--- src/sv/sibic_pkg.sv ---
package sibic_pkg;

    localparam int MAX_LEN  = 64;
    localparam int MAX_SEQS = 64;

    localparam int SYM_W   = 8;
    localparam int KEY_W   = 11;
    localparam int IDX_W   = 6;
    localparam int SA_W    = (MAX_LEN > 1) ? $clog2(MAX_LEN) : 1;
    localparam int POS_W   = $clog2(MAX_LEN + 1);
    localparam int KA_W    = (MAX_SEQS > 1) ? $clog2(MAX_SEQS) : 1;
    localparam int CNT_W   = $clog2(MAX_SEQS + 1);
    localparam int Q_DEPTH = 4;
    localparam int Q_AW    = $clog2(Q_DEPTH);

    localparam logic [KEY_W-1:0] KEY_MAX = {KEY_W{1'b1}};

    typedef struct packed {
        logic [SYM_W-1:0] symbol;
        logic             eos;
        logic             eset;
    } t_item;

    typedef struct packed {
        logic [IDX_W-1:0] seq_index;
        logic [KEY_W-1:0] inversions;
        logic             last;
        logic             overflow;
    } t_result;

    typedef enum logic [2:0] {
        ST_IDLE,
        ST_CMP,
        ST_STORE,
        ST_CLOSE,
        ST_SCAN,
        ST_EMIT
    } t_state;

endpackage

--- src/sv/stable_sort_by_inversion_count_core.sv ---
// stream block that counts inversions of byte sequences and returns the sequence indices
// sorted by count, ties in arrival order. one beat per symbol; tuser marks the end of a
// sequence, tlast the end of the set (which also ends the sequence). each symbol is compared
// with the symbols already held in its sequence, one per cycle through the single read port
// of the symbol memory, and then stored; closing a sequence writes its count to the key memory.
// at end of set each result is found by a selection scan over the key memory.
// a four-deep queue lets the input keep streaming while the engine works, and the
// result register lets the engine move on while a result waits to be taken.
// symbols past 64 in a sequence or sequences past 64 in a set are dropped and flagged.
module stable_sort_by_inversion_count_core (
    input  logic        i_clk,
    input  logic        i_rst_n,
    input  logic        s_axis_tvalid,
    output logic        s_axis_tready,
    input  logic [7:0]  s_axis_tdata,   // symbol[7:0]
    input  logic        s_axis_tlast,   // end_of_set
    input  logic        s_axis_tuser,   // end_of_sequence
    output logic        m_axis_tvalid,
    input  logic        m_axis_tready,
    output logic [23:0] m_axis_tdata,   // seq_index[5:0], inversions[16:6], zero pad
    output logic        m_axis_tlast,   // last
    output logic        m_axis_tuser    // overflow
);

    sibic_pkg::t_item   w_in_item;
    sibic_pkg::t_item   w_q_item;
    sibic_pkg::t_result w_res;
    logic               w_avail;
    logic               w_pop;

    assign w_in_item.symbol = s_axis_tdata;
    assign w_in_item.eos    = s_axis_tuser;
    assign w_in_item.eset   = s_axis_tlast;

    // front: input queue
    sibic_front u_front (
        .i_clk   (i_clk),
        .i_rst_n (i_rst_n),
        .i_valid (s_axis_tvalid),
        .o_ready (s_axis_tready),
        .i_item  (w_in_item),
        .o_avail (w_avail),
        .i_pop   (w_pop),
        .o_item  (w_q_item)
    );

    // back: inversion counting and sorted emission
    sibic_back u_back (
        .i_clk    (i_clk),
        .i_rst_n  (i_rst_n),
        .i_avail  (w_avail),
        .o_pop    (w_pop),
        .i_item   (w_q_item),
        .o_valid  (m_axis_tvalid),
        .i_ready  (m_axis_tready),
        .o_result (w_res)
    );

    assign m_axis_tdata = {7'd0, w_res.inversions, w_res.seq_index};
    assign m_axis_tlast = w_res.last;
    assign m_axis_tuser = w_res.overflow;

endmodule

--- src/sv/sibic_front.sv ---
module sibic_front (
    input  logic             i_clk,
    input  logic             i_rst_n,
    input  logic             i_valid,
    output logic             o_ready,
    input  sibic_pkg::t_item i_item,
    output logic             o_avail,
    input  logic             i_pop,
    output sibic_pkg::t_item o_item
);

    sibic_pkg::t_item r_mem [sibic_pkg::Q_DEPTH];
    logic [sibic_pkg::Q_AW-1:0] r_wr_ptr;
    logic [sibic_pkg::Q_AW-1:0] r_rd_ptr;
    logic [sibic_pkg::Q_AW:0]   r_count;
    logic                        w_push;
    logic                        w_pop;

    assign o_ready = (r_count != (sibic_pkg::Q_AW+1)'(sibic_pkg::Q_DEPTH));
    assign o_avail = (r_count != '0);
    assign o_item  = r_mem[r_rd_ptr];
    assign w_push  = i_valid && o_ready;
    assign w_pop   = i_pop && o_avail;

    always_ff @(posedge i_clk) begin
        if (!i_rst_n) begin
            r_wr_ptr <= '0;
            r_rd_ptr <= '0;
            r_count  <= '0;
        end else begin
            if (w_push) r_wr_ptr <= r_wr_ptr + 1'b1;
            if (w_pop)  r_rd_ptr <= r_rd_ptr + 1'b1;
            case ({w_push, w_pop})
                2'b10:   r_count <= r_count + 1'b1;
                2'b01:   r_count <= r_count - 1'b1;
                default: r_count <= r_count;
            endcase
        end
    end

    always_ff @(posedge i_clk) begin
        if (w_push) r_mem[r_wr_ptr] <= i_item;
    end

endmodule

--- src/sv/sibic_back.sv ---
module sibic_back (
    input  logic               i_clk,
    input  logic               i_rst_n,
    input  logic               i_avail,
    output logic               o_pop,
    input  sibic_pkg::t_item   i_item,
    output logic               o_valid,
    input  logic               i_ready,
    output sibic_pkg::t_result o_result
);

    localparam logic [sibic_pkg::CNT_W-1:0] SEQ_LIM = sibic_pkg::CNT_W'(sibic_pkg::MAX_SEQS);
    localparam logic [sibic_pkg::POS_W-1:0] LEN_LIM = sibic_pkg::POS_W'(sibic_pkg::MAX_LEN);

    sibic_pkg::t_state r_state, n_state;
    sibic_pkg::t_item  r_item;

    logic [sibic_pkg::SYM_W-1:0] r_sym_mem [sibic_pkg::MAX_LEN];
    logic [sibic_pkg::KEY_W-1:0] r_key_mem [sibic_pkg::MAX_SEQS];

    logic [sibic_pkg::POS_W-1:0] r_pos;
    logic [sibic_pkg::CNT_W-1:0] r_seq_cnt;
    logic [sibic_pkg::KEY_W-1:0] r_run;
    logic                        r_ovf;
    logic [sibic_pkg::POS_W-1:0] r_idx;
    logic [sibic_pkg::POS_W-1:0] r_greater;
    logic [sibic_pkg::SYM_W-1:0] r_sym_q;
    logic [sibic_pkg::CNT_W-1:0] r_kidx;
    logic [sibic_pkg::KEY_W-1:0] r_key_q;
    logic [sibic_pkg::KA_W-1:0]  r_kq_idx;
    logic                        r_qv;
    logic [sibic_pkg::CNT_W-1:0] r_slot;
    logic                        r_first;
    logic [sibic_pkg::KEY_W-1:0] r_pk;
    logic [sibic_pkg::KA_W-1:0]  r_pj;
    logic                        r_have;
    logic [sibic_pkg::KEY_W-1:0] r_bk;
    logic [sibic_pkg::KA_W-1:0]  r_bj;
    logic                        r_out_valid;
    sibic_pkg::t_result          r_out;

    logic                        w_can_load;
    logic                        w_last;
    logic                        w_cand;
    logic                        w_seq_room;
    logic [sibic_pkg::KEY_W:0]   w_sum;

    assign w_can_load = !r_out_valid || i_ready;
    assign w_last     = (r_slot == r_seq_cnt - 1'b1);
    assign w_seq_room = (r_seq_cnt < SEQ_LIM);
    assign w_sum      = {1'b0, r_run} + (sibic_pkg::KEY_W+1)'(r_greater);
    // later in (key, index) order than the last emitted, lowest key seen so far (earliest on a tie)
    assign w_cand = (r_first || (r_key_q > r_pk) || ((r_key_q == r_pk) && (r_kq_idx > r_pj)))
                    && (!r_have || (r_key_q < r_bk));
    assign o_pop    = (r_state == sibic_pkg::ST_IDLE) && i_avail;
    assign o_valid  = r_out_valid;
    assign o_result = r_out;

    always_ff @(posedge i_clk) begin
        if (!i_rst_n) r_state <= sibic_pkg::ST_IDLE;
        else          r_state <= n_state;
    end

    always_comb begin
        n_state = r_state;
        unique case (r_state)
            sibic_pkg::ST_IDLE: begin
                if (i_avail) begin
                    if (w_seq_room && (r_pos < LEN_LIM))
                        n_state = (r_pos == '0) ? sibic_pkg::ST_STORE : sibic_pkg::ST_CMP;
                    else if (i_item.eos || i_item.eset)
                        n_state = sibic_pkg::ST_CLOSE;
                end
            end
            sibic_pkg::ST_CMP: begin
                if ((r_idx == r_pos) && !r_qv) n_state = sibic_pkg::ST_STORE;
            end
            sibic_pkg::ST_STORE: begin
                n_state = (r_item.eos || r_item.eset) ? sibic_pkg::ST_CLOSE
                                                      : sibic_pkg::ST_IDLE;
            end
            sibic_pkg::ST_CLOSE: begin
                n_state = r_item.eset ? sibic_pkg::ST_SCAN : sibic_pkg::ST_IDLE;
            end
            sibic_pkg::ST_SCAN: begin
                if ((r_kidx == r_seq_cnt) && !r_qv) n_state = sibic_pkg::ST_EMIT;
            end
            sibic_pkg::ST_EMIT: begin
                if (w_can_load) n_state = w_last ? sibic_pkg::ST_IDLE : sibic_pkg::ST_SCAN;
            end
            default: n_state = sibic_pkg::ST_IDLE;
        endcase
    end

    always_ff @(posedge i_clk) begin
        r_sym_q  <= r_sym_mem[r_idx[sibic_pkg::SA_W-1:0]];
        r_key_q  <= r_key_mem[r_kidx[sibic_pkg::KA_W-1:0]];
        r_kq_idx <= r_kidx[sibic_pkg::KA_W-1:0];
        if (r_state == sibic_pkg::ST_STORE)
            r_sym_mem[r_pos[sibic_pkg::SA_W-1:0]] <= r_item.symbol;
        if ((r_state == sibic_pkg::ST_CLOSE) && w_seq_room)
            r_key_mem[r_seq_cnt[sibic_pkg::KA_W-1:0]] <= r_run;
    end

    always_ff @(posedge i_clk) begin
        if (!i_rst_n) begin
            r_pos       <= '0;
            r_seq_cnt   <= '0;
            r_run       <= '0;
            r_ovf       <= 1'b0;
            r_qv        <= 1'b0;
            r_out_valid <= 1'b0;
        end else begin
            if (w_can_load && !(r_state == sibic_pkg::ST_EMIT)) r_out_valid <= 1'b0;
            unique case (r_state)
                sibic_pkg::ST_IDLE: begin
                    if (i_avail) begin
                        r_item    <= i_item;
                        r_idx     <= '0;
                        r_qv      <= 1'b0;
                        r_greater <= '0;
                        if (w_seq_room && !(r_pos < LEN_LIM)) r_ovf <= 1'b1;
                    end
                end
                sibic_pkg::ST_CMP: begin
                    if (r_idx < r_pos) begin
                        r_idx <= r_idx + 1'b1;
                        r_qv  <= 1'b1;
                    end else begin
                        r_qv  <= 1'b0;
                    end
                    if (r_qv && (r_sym_q > r_item.symbol)) r_greater <= r_greater + 1'b1;
                end
                sibic_pkg::ST_STORE: begin
                    r_run <= (w_sum > {1'b0, sibic_pkg::KEY_MAX}) ? sibic_pkg::KEY_MAX
                                                               : w_sum[sibic_pkg::KEY_W-1:0];
                    r_pos <= r_pos + 1'b1;
                end
                sibic_pkg::ST_CLOSE: begin
                    if (w_seq_room) r_seq_cnt <= r_seq_cnt + 1'b1;
                    else            r_ovf     <= 1'b1;
                    r_pos   <= '0;
                    r_run   <= '0;
                    r_slot  <= '0;
                    r_first <= 1'b1;
                    r_kidx  <= '0;
                    r_qv    <= 1'b0;
                    r_have  <= 1'b0;
                end
                sibic_pkg::ST_SCAN: begin
                    if (r_kidx < r_seq_cnt) begin
                        r_kidx <= r_kidx + 1'b1;
                        r_qv   <= 1'b1;
                    end else begin
                        r_qv   <= 1'b0;
                    end
                    if (r_qv && w_cand) begin
                        r_have <= 1'b1;
                        r_bk   <= r_key_q;
                        r_bj   <= r_kq_idx;
                    end
                end
                sibic_pkg::ST_EMIT: begin
                    if (w_can_load) begin
                        r_out_valid         <= 1'b1;
                        r_out.seq_index     <= sibic_pkg::IDX_W'(r_bj);
                        r_out.inversions    <= r_bk;
                        r_out.last          <= w_last;
                        r_out.overflow      <= r_ovf;
                        r_pk                <= r_bk;
                        r_pj                <= r_bj;
                        r_first             <= 1'b0;
                        r_slot              <= r_slot + 1'b1;
                        r_kidx              <= '0;
                        r_qv                <= 1'b0;
                        r_have              <= 1'b0;
                        if (w_last) begin
                            r_seq_cnt <= '0;
                            r_ovf     <= 1'b0;
                        end
                    end else if (i_ready) begin
                        r_out_valid <= 1'b0;
                    end
                end
                default: r_qv <= 1'b0;
            endcase
        end
    end

endmodule

--- config.mk ---
export PLATFORM = sky130hd
export DESIGN_NAME = stable_sort_by_inversion_count_core
export DESIGN_NICKNAME = d
export VERILOG_FILES = /design/src/sv/sibic_pkg.sv /design/src/sv/stable_sort_by_inversion_count_core.sv /design/src/sv/sibic_front.sv /design/src/sv/sibic_back.sv
export SDC_FILE = /design/constraint.sdc
export NUM_CORES = 2
export LEC_CHECK = 0
export BUFFER_PORTS_ARGS = -buffer_cell sky130_fd_sc_hd__buf_2
export CAP_MARGIN = 20
export CORE_MARGIN = 5
export CORE_UTILIZATION = 55
export DETAILED_ROUTE_END_ITERATION = 7
export HOLD_SLACK_MARGIN = 0.06
export PLACE_DENSITY = 0.8
export REMOVE_ABC_BUFFERS = 1
export SLEW_MARGIN = 20
export SYNTH_ARGS = -nofsm -noshare
export SYNTH_HDL_FRONTEND = slang
export SYNTH_HIERARCHICAL = 1
export SYNTH_SLANG_ARGS = --single-unit
--- constraint.sdc ---
create_clock -name i_clk -period 8.2 [get_ports i_clk]
set_input_delay 0 -clock i_clk [delete_from_list [all_inputs] [get_ports i_clk]]
set_output_delay 0 -clock i_clk [all_outputs]
set_load 0.02 [all_outputs]
==> flow_metrics.tcl <==
set metrics [dict create \
    seqPwrFrac_pct 50.9 \
    synth_xor_area_share_pct 0.636 \
    final_cells 4316 \
    critical_path.max_fanout 75 \
    yosysWarnings 6 \
    tns_ps 0 \
    clkSinkCount 1397 \
    die_area_um2 107000 \
    synth_cell_types 73 \
    power.internal_mw 12.4 \
    synthFlopType "edfxtp_1" \
    synth_most_common_cell "edfxtp_1" \
    maxCapViolCount 0 \
    p_switching_mw 4.34 \
    die_y_um 326 \
    syn_avg_cell_area_um2 19.8 \
    endpoint_kind "flip-flop" \
    drt-total-wl_um 130000 \
    cts.clk_slew.worst_paths_ps 60 \
    grtUsageTotal_pct 24.1 \
    fin_skew_ps 30.8 \
    ir_worst_vdd_mv 0.252 \
    overflow 0 \
    finalHoldViolCount 0 \
    drv_slew 0 \
    hp-class "input pin to flip-flop" \
    io_pins 42 \
    hp-start "m_axis_tready" \
    cts_setup_buffers 0 \
    r2r_slack_ps 4020 \
    grt_pass1_vias 29300 \
    cts_buffers 137 \
    worstHoldEndpoint "u_back/o_valid" \
    die_x_um 326 \
    core-area_um2 99700 \
    synth_fa_ha_area_share_pct 1.64 \
    worst_setup_path_start_kind "flip-flop" \
    fillers 6417 \
    root_buffer "clkbuf_16" \
    ys_seq_elements 1397 \
    comb_power_share_pct 13.8 \
    timing.fmax_mhz 239 \
    synth_edf_count 1332 \
    grt_pass1_wl_um 191000 \
    synth_commonest_cells "edfxtp_1 (1332), mux4_2 (309), nor2_1 (197), a22oi_1 (89), nand2_1 (84)" \
    nets 2995 \
    yosys.area.top_type "edfxtp_1" \
    worst_hold_slack_ps 160 \
    yosys-top-cells-area "edfxtp_1 (73%), mux4_2 (13%), dfxtp_1 (2.4%)" \
    r2r_end "u_back/r_key_q[0]" \
    area_delta_synth_final_pct 11.2 \
    hold-path-cell-count 4 \
    drt_pass1_iterations 8 \
    vias 29000 \
    post_dp_cell_area_um2 56700 \
    cts.htree.levels 4 \
    yosysSeqAreaShare_pct 75.0 \
    critPathArrivalTime_ps 4730 \
    clk_latency_ps 740 \
    yosys.area.top_type_share_pct 72.6 \
    power.leakage_nw 20.0 \
    drc_errors 0 \
    rr_worst_depth 8 \
    dpl.hpwl_um 72200 \
    post_cts_resize_count 0 \
    cts_tree "built" \
    drt_iter0_drc 4208 \
    rows 116 \
    synth_top_family_by_area "multiplexers" \
    fin_crit_ps 4180 \
    synth-compound-area-share_pct 4.28 \
    routabilityCongestion 0.867 \
    finalCritPeriodShare_pct 51.0 \
    stdcell_area_um2 61200 \
    required_ps 8750 \
    synthMuxAreaShare_pct 13.0 \
    netlist_instances 2787 \
    yosys.area_share.simple_pct 3.63 \
    pwr-share-clk_pct 35.2 \
    initial_utilization_pct 55.2 \
    syn_area_um2 55100 \
    synth-async-reset-ratio_pct 0 \
    max_slew_margin_pct 24.5 \
    wire_per_inst_um 30.0 \
    via_per_inst 6.71 \
    worstSetupPathType "flip-flop to flip-flop" \
    antenna_found_initial 1 \
    portBuffers 34 \
    tightest_slew_ps 1130 \
    setup_viol 0 \
    rsz0062_at_grt "no" \
    clockBufferDepth 3 \
    switching_share_pct 25.9 \
    dp_cells 4042 \
    regToRegStartpoint "u_back/r_kidx[0]" \
    status "finished, final reports clean" \
    postCtsHoldBufs 24 \
    power_density_nw_per_um2 274 \
    grt_max_degree 156 \
    final_antenna_net_count 0 \
    drive_gt1_share_pct 21.4 \
]
==> critical path: stages, from the launching register on <==
cell and delay [ps]:
edfxtp_1 400, buf_4 750, buf_12 450, buf_16 490, mux4_2 590, a22oi_1 230
nand2_1 130, a22oi_1 500, o221ai_1 280
==> final cells by class <==
type	instances	area (um^2)	share of cell area (%)
Sequential cell	1397	41300	67.5
Multi-Input combinational cell	1186	12900	21.0
Clock buffer	176	3630	5.92
Tap cell	1298	1620	2.65
Timing Repair Buffer	123	981	1.60
Clock inverter	68	544	0.889
Inverter	65	244	0.399
Antenna cell	3	7.51	0.0123
==> cell families (layout without fill, tap and decap cells) <==
family	after synthesis	count (layout)
AND/OR/NAND/NOR	439	439
AO/OA/AOI/OAI	312	312
XOR/XNOR	40	40
multiplexers	317	317
adder cells (fa/ha/maj)	71	71
flip-flops	1397	1397
other	1	10
buffers and inverters	210	432
==> state kept, by name, summed over array words and instances (netlist names), 8 cells and up, named ones only <==
signal	count
u_front/r_mem	40
u_back/r_item	10
u_back/r_run	11
u_back/r_bk	11
u_back/r_sym_mem	512
u_back/r_key_q	11
u_back/r_key_mem	704
u_back/o_result	19
u_back/r_sym_q	8
==> layout by cell type (no fill, tap or decap), types with 21 or more instances in the layout <==
| cell | netlist | routed |
|---|---|---|
| a22o_1 | 36 | 36 |
| clkbuf_1 | 75 | 36 |
| a221oi_1 | 38 | 38 |
| dlygate4sd3_1 | 0 | 24 |
| o21ai_0 | 31 | 31 |
| edfxtp_1 | 1332 | 1332 |
| buf_4 | 18 | 57 |
| inv_1 | 64 | 64 |
| xnor2_1 | 21 | 21 |
| buf_2 | 29 | 34 |
| nor2_2 | 0 | 21 |
| a21oi_1 | 36 | 36 |
| nand3_1 | 46 | 46 |
| a22oi_1 | 89 | 89 |
| nand2_1 | 84 | 84 |
| clkinv_1 | 1 | 29 |
| nor2_1 | 197 | 175 |
| mux4_2 | 309 | 309 |
| ha_1 | 69 | 69 |
| clkbuf_16 | 0 | 139 |
| dfxtp_1 | 65 | 54 |
==> power groups by stage <==
stage                     Clock, mW  Combinational, mW  Sequential (mW)
after floorplan                   0               1.32             8.93
after global placement            0               2.15             8.66
after detailed placement          0               2.26             8.68
after CTS                      5.96               2.29             8.53
after global routing           6.30               2.48             8.55
final                          5.90               2.32             8.54
==> routing by layer <==
metal  vias to the layer above  track usage, %  share of wire, %
met3                       336            6.01                12
li1                      11700               -                 -
met4                         0            7.77               3.3
met1                     14900            33.0                36
met5                         -               0                 0
met2                      2072            38.8                49
==> stage by stage <==
stage	util, %	worst slack (ps)	power, mW
finish	61.4	4020	16.8
global route	61.4	3630	17.3
CTS	61.3	4020	16.8
detailed placement	56.9	4160	10.9
global placement	56.8	4190	10.8
floorplan	-	-82.2	10.2
==> worst max-delay path by stage <==
stage	end	start	slack (ps)
3_5_place_dp	u_back/r_key_q[3]	u_back/r_kidx[0]	4160
6_report	u_back/r_key_q[0]	u_back/r_kidx[0]	4020
3_3_place_gp	u_back/r_key_q[2]	u_back/r_kidx[0]	4190
5_1_grt	u_back/r_key_q[2]	u_back/r_kidx[0]	3630
4_1_cts	u_back/r_key_q[0]	u_back/r_kidx[0]	4020
2_1_floorplan	u_back/r_key_q[9]	u_back/r_kidx[0]	-80
Power figures use the tool's default switching activity.
